[src/sv/sobel_edge_direction_contrast_macros.svh]
// Assertion macros shared by the edge detector modules.
`ifndef SOBEL_EDGE_DIRECTION_CONTRAST_MACROS_SVH
`define SOBEL_EDGE_DIRECTION_CONTRAST_MACROS_SVH

// Checks a property on every rising clock edge outside reset.
`define SEDE_ASSERT(label, prop, msg) \
  label: assert property (@(posedge clk) disable iff (!rst_n) (prop)) else $error(msg);

// Checks that a condition implies a consequence in the same cycle.
`define SEDE_ASSERT_IMPLY(label, ante, cons, msg) \
  `SEDE_ASSERT(label, (ante) |-> (cons), msg)

`endif

[src/sv/sede_pkg.sv]
// Types and constants of the Sobel edge direction contrast block.
package sede_pkg;

  typedef logic [7:0]         pix_t;
  typedef logic [10:0]        coord_t;
  typedef logic signed [10:0] grad_t;
  typedef logic [11:0]        cfg_data_t;
  typedef logic [1:0]         cfg_idx_t;

  // 3x3 neighborhood, indexed [row][column], row 0 is the oldest line.
  typedef logic [2:0][2:0][7:0] win_t;

  // Register indexes of the configuration port.
  localparam cfg_idx_t CFG_IMAGE_WIDTH        = 2'd0;
  localparam cfg_idx_t CFG_IMAGE_HEIGHT       = 2'd1;
  localparam cfg_idx_t CFG_CONTRAST_THRESHOLD = 2'd2;

  // Register values after reset.
  localparam logic [11:0] RST_IMAGE_WIDTH        = 12'd640;
  localparam logic [11:0] RST_IMAGE_HEIGHT       = 12'd480;
  localparam logic [7:0]  RST_CONTRAST_THRESHOLD = 8'd16;

  // Step along the gradient in one axis.
  typedef enum logic [1:0] {
    STEP_ZERO = 2'b00,
    STEP_POS  = 2'b01,
    STEP_NEG  = 2'b11
  } step_t;

  // Position information that travels with each pixel.
  typedef struct packed {
    logic   emit;
    coord_t row;
    coord_t col;
    logic   fend;
  } tag_t;

  // One result item.
  typedef struct packed {
    logic   edge_res;
    coord_t row;
    coord_t col;
    logic   fend;
  } res_t;

endpackage

[src/sv/sede_decide.sv]
// Gradient, step direction and contrast decision stages with the result register.
`include "sobel_edge_direction_contrast_macros.svh"

module sede_decide (
  input  logic           clk,
  input  logic           rst_n,
  input  logic           in_valid,
  input  sede_pkg::tag_t in_tag,
  input  sede_pkg::win_t in_win,
  input  sede_pkg::pix_t thr,
  input  logic           out_ready,
  output logic           adv,
  output logic           res_valid,
  output sede_pkg::res_t res
);
  import sede_pkg::*;

  function automatic grad_t ext(input pix_t p);
    ext = grad_t'({3'b000, p});
  endfunction

  // Gradient stage registers.
  logic  s3_v_r;
  tag_t  s3_tag_r;
  win_t  s3_win_r;
  grad_t s3_fx_r, s3_fy_r;

  // Direction stage registers.
  logic  s4_v_r;
  tag_t  s4_tag_r;
  win_t  s4_win_r;
  step_t s4_sx_r, s4_sy_r;
  logic  s4_zero_r;

  // Result register.
  logic  res_valid_r;
  res_t  res_r;

  grad_t       fx_nxt, fy_nxt;
  logic [10:0] fx_neg, fy_neg;
  logic [9:0]  afx, afy;
  logic [19:0] sqx, sqy;
  logic [21:0] tx, ty;
  step_t       sx_nxt, sy_nxt;
  pix_t        sel_s, sel_e;
  logic [8:0]  dif, dif_neg;
  logic [7:0]  adif;
  res_t        res_nxt;

  // The pipeline moves unless a result waits and the last stage holds another one.
  assign adv = !res_valid_r || out_ready || !s4_v_r;

  // Sobel gradients of the current window.
  always_comb begin
    fy_nxt = ext(in_win[0][0]) + (ext(in_win[0][1]) <<< 1) + ext(in_win[0][2])
           - ext(in_win[2][0]) - (ext(in_win[2][1]) <<< 1) - ext(in_win[2][2]);
    fx_nxt = ext(in_win[0][2]) + (ext(in_win[1][2]) <<< 1) + ext(in_win[2][2])
           - ext(in_win[0][0]) - (ext(in_win[1][0]) <<< 1) - ext(in_win[2][0]);
  end

  // Step choice: sign of a component when three times its square reaches the other square.
  always_comb begin
    fx_neg = 11'd0 - s3_fx_r;
    fy_neg = 11'd0 - s3_fy_r;
    afx    = s3_fx_r[10] ? fx_neg[9:0] : s3_fx_r[9:0];
    afy    = s3_fy_r[10] ? fy_neg[9:0] : s3_fy_r[9:0];
    sqx    = 20'(afx) * 20'(afx);
    sqy    = 20'(afy) * 20'(afy);
    tx     = 22'({sqx, 1'b0}) + 22'(sqx);
    ty     = 22'({sqy, 1'b0}) + 22'(sqy);
    sx_nxt = STEP_ZERO;
    sy_nxt = STEP_ZERO;
    if (tx >= 22'(sqy) && s3_fx_r != '0) begin
      sx_nxt = s3_fx_r[10] ? STEP_NEG : STEP_POS;
    end
    if (ty >= 22'(sqx) && s3_fy_r != '0) begin
      sy_nxt = s3_fy_r[10] ? STEP_NEG : STEP_POS;
    end
  end

  // Neighbors ahead of and behind the center along the step, and their contrast.
  always_comb begin
    case ({s4_sx_r, s4_sy_r})
      {STEP_ZERO, STEP_POS}: begin sel_s = s4_win_r[2][1]; sel_e = s4_win_r[0][1]; end
      {STEP_ZERO, STEP_NEG}: begin sel_s = s4_win_r[0][1]; sel_e = s4_win_r[2][1]; end
      {STEP_POS, STEP_ZERO}: begin sel_s = s4_win_r[1][2]; sel_e = s4_win_r[1][0]; end
      {STEP_NEG, STEP_ZERO}: begin sel_s = s4_win_r[1][0]; sel_e = s4_win_r[1][2]; end
      {STEP_POS, STEP_POS}:  begin sel_s = s4_win_r[2][2]; sel_e = s4_win_r[0][0]; end
      {STEP_POS, STEP_NEG}:  begin sel_s = s4_win_r[0][2]; sel_e = s4_win_r[2][0]; end
      {STEP_NEG, STEP_POS}:  begin sel_s = s4_win_r[2][0]; sel_e = s4_win_r[0][2]; end
      {STEP_NEG, STEP_NEG}:  begin sel_s = s4_win_r[0][0]; sel_e = s4_win_r[2][2]; end
      default:               begin sel_s = s4_win_r[1][1]; sel_e = s4_win_r[1][1]; end
    endcase
    dif              = {1'b0, sel_e} - {1'b0, sel_s};
    dif_neg          = 9'd0 - dif;
    adif             = dif[8] ? dif_neg[7:0] : dif[7:0];
    res_nxt.edge_res = !s4_zero_r && (adif > thr);
    res_nxt.row      = s4_tag_r.row;
    res_nxt.col      = s4_tag_r.col;
    res_nxt.fend     = s4_tag_r.fend;
  end

  // Stage valid bits; only items that produce a result are carried.
  always_ff @(posedge clk) begin
    if (!rst_n) begin
      s3_v_r      <= 1'b0;
      s4_v_r      <= 1'b0;
      res_valid_r <= 1'b0;
    end else begin
      if (adv) begin
        s3_v_r <= in_valid && in_tag.emit;
        s4_v_r <= s3_v_r;
      end
      if (adv && s4_v_r) begin
        res_valid_r <= 1'b1;
      end else if (out_ready) begin
        res_valid_r <= 1'b0;
      end
    end
  end

  // Stage payloads.
  always_ff @(posedge clk) begin
    if (adv) begin
      s3_tag_r  <= in_tag;
      s3_win_r  <= in_win;
      s3_fx_r   <= fx_nxt;
      s3_fy_r   <= fy_nxt;
      s4_tag_r  <= s3_tag_r;
      s4_win_r  <= s3_win_r;
      s4_sx_r   <= sx_nxt;
      s4_sy_r   <= sy_nxt;
      s4_zero_r <= (s3_fx_r == '0) && (s3_fy_r == '0);
    end
    if (adv && s4_v_r) begin
      res_r <= res_nxt;
    end
  end

  assign res_valid = res_valid_r;
  assign res       = res_r;

  `SEDE_ASSERT(a_pending_kept,
               (s4_v_r && res_valid_r && !out_ready) |=> (s4_v_r && res_valid_r),
               "pending result lost during stall")
  `SEDE_ASSERT_IMPLY(a_zero_no_step, (s4_v_r && s4_zero_r),
                     (s4_sx_r == STEP_ZERO && s4_sy_r == STEP_ZERO),
                     "zero gradient produced a step")
  `SEDE_ASSERT_IMPLY(a_step_present, (s4_v_r && !s4_zero_r),
                     (s4_sx_r != STEP_ZERO || s4_sy_r != STEP_ZERO),
                     "nonzero gradient produced no step")

endmodule

[config.mk]
export PLATFORM = sky130hd
export DESIGN_NAME = sede_decide
export DESIGN_NICKNAME = d
export VERILOG_FILES = /design/src/sv/sede_pkg.sv /design/src/sv/sede_decide.sv
export VERILOG_INCLUDE_DIRS = /design/src /design/src/sv
export SDC_FILE = /design/constraint.sdc
export NUM_CORES = 1
export LEC_CHECK = 0
export ABC_CLOCK_PERIOD_IN_PS = 19800
export BUFFER_PORTS_ARGS = -buffer_cell sky130_fd_sc_hd__buf_4
export CORE_UTILIZATION = 67
export CTS_CLUSTER_SIZE = 20
export DETAILED_ROUTE_END_ITERATION = 16
export PLACE_DENSITY_LB_ADDON = 0.2
export SLEW_MARGIN = 20
export SYNTH_ARGS = -nofsm -noshare
export SYNTH_HDL_FRONTEND = slang
export SYNTH_SLANG_ARGS = --single-unit
export TNS_END_PERCENT = 20
[constraint.sdc]
create_clock -name clk -period 19.8 [get_ports clk]
set_input_delay 1.98 -clock clk [delete_from_list [all_inputs] [get_ports clk]]
set_output_delay 1.98 -clock clk [all_outputs]
set_load 0.1 [all_outputs]
### Word-level counts from Yosys, hierarchy flattened

Cells that the tools add are included.

| word-level totals | value |
|---|---|
| memories kept | 0 |
| bits in writable memories | 0 |
| latch bits | 0 |
| bits in read-only memories | 0 |
| flip-flop bits (word level) | 244 |
| word-level logic and storage cells | 90 |

| cells by class | value |
|---|---|
| add/subtract/negate cells | 16 |
| order comparisons | 3 |
| mux-type cells | 9 |
| div/mod/pow operators | 0 |
| bitwise gates (word level) | 0 |
| $mul | 2 |
| equal/unequal tests | 8 |
| shift operators | 0 |
| reduce and logical (&&, ||, !) cells | 16 |

Operators with widths:

| operator | count |
|---|---|
| $pmux 8 s8 | 2 |
| $add 21x20->22 | 2 |
| $ge 22x20->1 | 2 |
| $sub 11x9->11 | 4 |
| $mul 10x10->20 | 2 |
| $add 10x8->11 | 2 |
| $logic_not 11->1 | 2 |
| $reduce_bool 11->1 | 2 |
| $sub 11x10->11 | 2 |
| $add 8x9->10 | 2 |
| $mux 10 | 2 |
| $sub 1x10->10 const A | 2 |
| $eq 4x3->1 const B | 3 |
| $eq 4x4->1 const B | 3 |
| $sub 8x8->9 | 1 |
| $gt 8x8->1 | 1 |
| $mux 8 | 1 |
| $sub 1x8->8 const A | 1 |
| $logic_and 1x1->1 | 6 |
| $eq 4x1->1 const B | 1 |
| $eq 4x2->1 const B | 1 |
| $mux 2 | 2 |
| $logic_not 1->1 | 3 |
| $logic_or 1x1->1 | 2 |
| 2 further kinds | 3 |

### Longest topological paths before layout

| logic depth | value |
|---|---|
| word-level depth | 7 |
| depth in mapped cells | 44 |

### Least setup slack after synthesis

No wires, ideal clock.

| path | value |
|---|---|
| path type | input-to-output |
| start | input out_ready |
| end | output adv |
| slack | 10594 ps |
| cell stages on the path | 2 |
| data arrival time | 7226 ps |
| data required time | 17820 ps |
| path buffers | 0 |
| cells stage by stage | nor2b_1 > nand2_1 |

| between the ends | value |
|---|---|
| word-level cells in the longest chain between the ends | 2 |

Ends and longest elaborated chain:

| what | RTL line | source |
|---|---|---|
| start: declaration | sede_decide.sv:11 | `input logic out_ready,` |
| $logic_or 1x1->1 (2 in series) | sede_decide.sv:51 | `assign adv = !res_valid_r \|\| out_ready \|\| !s4_v_r;` |
| end: declaration | sede_decide.sv:12 | `output logic adv,` |

Every way passes these cells.

### Worst setup path after layout

| path | value |
|---|---|
| start | register s3_fx_r[0] |
| end | register s4_sx_r[0], data pin |

| between the ends | value |
|---|---|
| word-level cells in the longest chain between the ends | 6 |
| elaborated cells on any way between the ends | 7 |
| classes of those cells | add/sub: 2; mul: 1; order compare: 1; mux: 1; reduce/logical: 2 |

Ends and longest elaborated chain:

| what | RTL line | source |
|---|---|---|
| start: declaration | sede_decide.sv:26 | `grad_t s3_fx_r, s3_fy_r;` |
| start signal: assignment | sede_decide.sv:127 | `s3_fx_r <= fx_nxt;` |
| $sub 1x10->10 | sede_decide.sv:63 | `fx_neg = 11'd0 - s3_fx_r;` |
| $mux 10 | sede_decide.sv:65 | `afx = s3_fx_r[10] ? fx_neg[9:0] : s3_fx_r[9:0];` |
| $mul 10x10->20 | sede_decide.sv:67 | `sqx = 20'(afx) * 20'(afx);` |
| $add 21x20->22 | sede_decide.sv:69 | `tx = 22'({sqx, 1'b0}) + 22'(sqx);` |
| $ge 22x20->1 | sede_decide.sv:73 | `if (tx >= 22'(sqy) && s3_fx_r != '0) begin` |
| $logic_and 1x1->1 (*) | sede_decide.sv:73 |  |
| end signal: assignment | sede_decide.sv:131 | `s4_sx_r <= sx_nxt;` |
| end: declaration | sede_decide.sv:32 | `step_t s4_sx_r, s4_sy_r;` |

Mark *: on every way between the ends. The rest lies on a longest branch, timed or not.
A chain may end at the register's enable or synchronous reset.

==> impl_metrics.tcl <==
set metrics [dict create \
    start_kind "register" \
    htreeDepth 1 \
    hold_violations 0 \
    ys.warnings.count 0 \
    syn_area_sq_um 19200 \
    cts.sinks 244 \
    grt_setup_unrepaired "no" \
    final_common_cell "inv_1" \
    cts_root_buf "clkbuf_16" \
    relSlewSlack_pct 27.0 \
    slew_viol_final 0 \
    grt_remaining_overflow 0 \
    initial_core_util_pct 68.6 \
    grt_usage_pct 29.7 \
    min_period_ns 10.17 \
    ys_types 60 \
    most-common-layout-cells "inv_1 (289), edfxtp_1 (241), ha_1 (214), fa_1 (159), buf_4 (139)" \
    gp_congestion 0.992 \
    postSynthAreaPerCell_sq_um 11.3 \
    wirelength_microns 42900 \
    max_stage_delay_ns 0.58 \
    max_freq_mhz 98.3 \
    grt_pass1_wl_microns 66700 \
    dpl.hpwl_microns 33600 \
    n_antenna_cell 0 \
    antenna_found_initial 0 \
    cp.required_ns 20.05 \
    path_class "register to register" \
    vias 13405 \
    use_met3_pct 4.63 \
    tns_ns 0 \
    tightest_slew_ns 1.09 \
    rows 61 \
    skew_ns 0.0229 \
    syn_inst 1696 \
    hold_class "register to register" \
    dr.pass1.iters 5 \
    via_per_inst 6.01 \
    cp.arrival_ns 10.42 \
    setup_viol 0 \
    crit_path_top_delay_cell "edfxtp_1" \
    synth.net_count 2177 \
    grt_pass1_vias 13456 \
    drtAntennaViolNets 0 \
    grt-busiest-layer "met2" \
    cts_tree "built" \
    final_layout_size_suffix_gt1_share_pct 10.6 \
    nets 2321 \
    fin_util_pct 76.4 \
    grt_max_degree 177 \
    cp-end-kind "register" \
    place_ws_ns 9.76 \
    die_area_sq_um 29300 \
    syn_to_final_growth_pct 11.4 \
    path_max_fanout 12 \
    ctsResizeCount 0 \
    drc 0 \
    post_cts_buffers 0 \
    yosysSeqAreaShare_pct 38.1 \
    fp.dieH_microns 171 \
    ctsHoldBuffers 0 \
    setup_slack_ns 9.63 \
    synth-edff-count 241 \
    clkTransAtPathRegs_ns 0.07 \
    reg2reg_depth 37 \
    cts_buffers 23 \
    holdPathStages 0 \
    maxCapViolCount 0 \
    status "finished clean" \
    period_share_pct 51.4 \
    use_met2_pct 49.3 \
    nFillCells 1826 \
    insertion_delay_ns 0.54 \
    yosys_most_used_dff "edfxtp_1" \
    gr-usage-met1_pct 40.3 \
    ioPinCount 134 \
    synthArstFlopShare_pct 0 \
    cts_buffer_depth 3 \
    ys_ff_latch 244 \
    port_buffers 133 \
    drtIter0Drc 1178 \
    cp_common_cell "fa_1" \
    wl_per_cell_microns 19.2 \
    core_sq_um 27900 \
    die_width_microns 171 \
]
Yosys cell counts, types with 20 or more instances:
library cell    n  area, sq um
a21o_1         37          278
a21oi_1        69          345
a221oi_1       26          228
a22oi_1        32          240
clkbuf_1       21         78.8
edfxtp_1      241         7240
fa_1          159         3180
ha_1          214         2680
inv_1         289         1080
nand2_1        74          278
nand2b_1       22          138
nand4_1        20          125
nor2_1        123          462
o21ai_0        52          260
xnor2_1        75          657
xor2_1         44          385
metal layers:
metal,up-vias,part of all wire [%]
met2,574,48
li1,6170,-
met1,6560,42
met4,0,2.8
met5,-,0
met3,101,7.8
sequential cells by signal, indices dropped and copies added, names as in the netlist:
name       cells
s4_zero_r      1
s3_tag_r      23
res_nxt       23
s3_fy_r       11
s4_sy_r        2
s3_win_r      72
s3_fx_r       11
s4_v_r         1
s3_v_r         1
res_valid      1
res           24
s4_sx_r        2
s4_win_r      72
cell type report:
type                    count  area [sq um]  area share, %
clock buffers              25           583           2.73
clock inverters            14           113          0.528
inverters                 292          1100           5.14
multi-input cells        1139         10700           50.2
flip-flops and latches    244          7300           34.2
well taps                 378           473           2.22
repair buffers            140          1060           4.99
through the flow:
stage | cell area, sq um | hold slack (ns) | cells
floorplan | 19200 | 0.400 | 1696
global placement | 20600 | 0.401 | 2193
detailed placement | 20600 | 0.405 | 2193
CTS | 21300 | 0.420 | 2232
global route | 21300 | 0.423 | 2232
finish | 21300 | 0.419 | 2232
kinds of logic (layout without fill, tap and decap cells):
family	after synthesis	after routing	share of synthesized area, %
buffers and inverters	313	471	6.13
adder cells (fa/ha/maj)	373	373	30.6
AO/OA/AOI/OAI	324	324	11.5
XOR/XNOR	122	122	5.69
AND/OR/NAND/NOR	311	311	7.48
flip-flops	244	244	38.1
multiplexers	9	9	0.496
final timing paths:
| path | startpoint | endpoint | slack, ns |
|---|---|---|---|
| min reg2reg | s3_tag_r[1]$_DFFE_PP_ | res_nxt[1]$_DFFE_PP_ | 0.42 |
| max reg2reg | s3_fx_r[0]$_DFFE_PP_ | s4_sx_r[0]$_SDFFCE_PN0P_ | 9.63 |
| max | s3_fx_r[0]$_DFFE_PP_ | s4_sx_r[0]$_SDFFCE_PN0P_ | 9.63 |
| min | s3_tag_r[1]$_DFFE_PP_ | res_nxt[1]$_DFFE_PP_ | 0.42 |
worst max-delay path, delay by kind of cell (launching register included):
family / cells / cell delay [ns]
adder cells (fa/ha/maj): 8 / 3.43
AO/OA/AOI/OAI: 12 / 2.76
AND/OR/NAND/NOR: 10 / 1.79
XOR/XNOR: 3 / 0.70
buffers and inverters: 4 / 0.59
flip-flops: 1 / 0.58
Power is not shown: default switching activity piles up to over one toggle a cycle in this logic, so the estimate is an artifact.
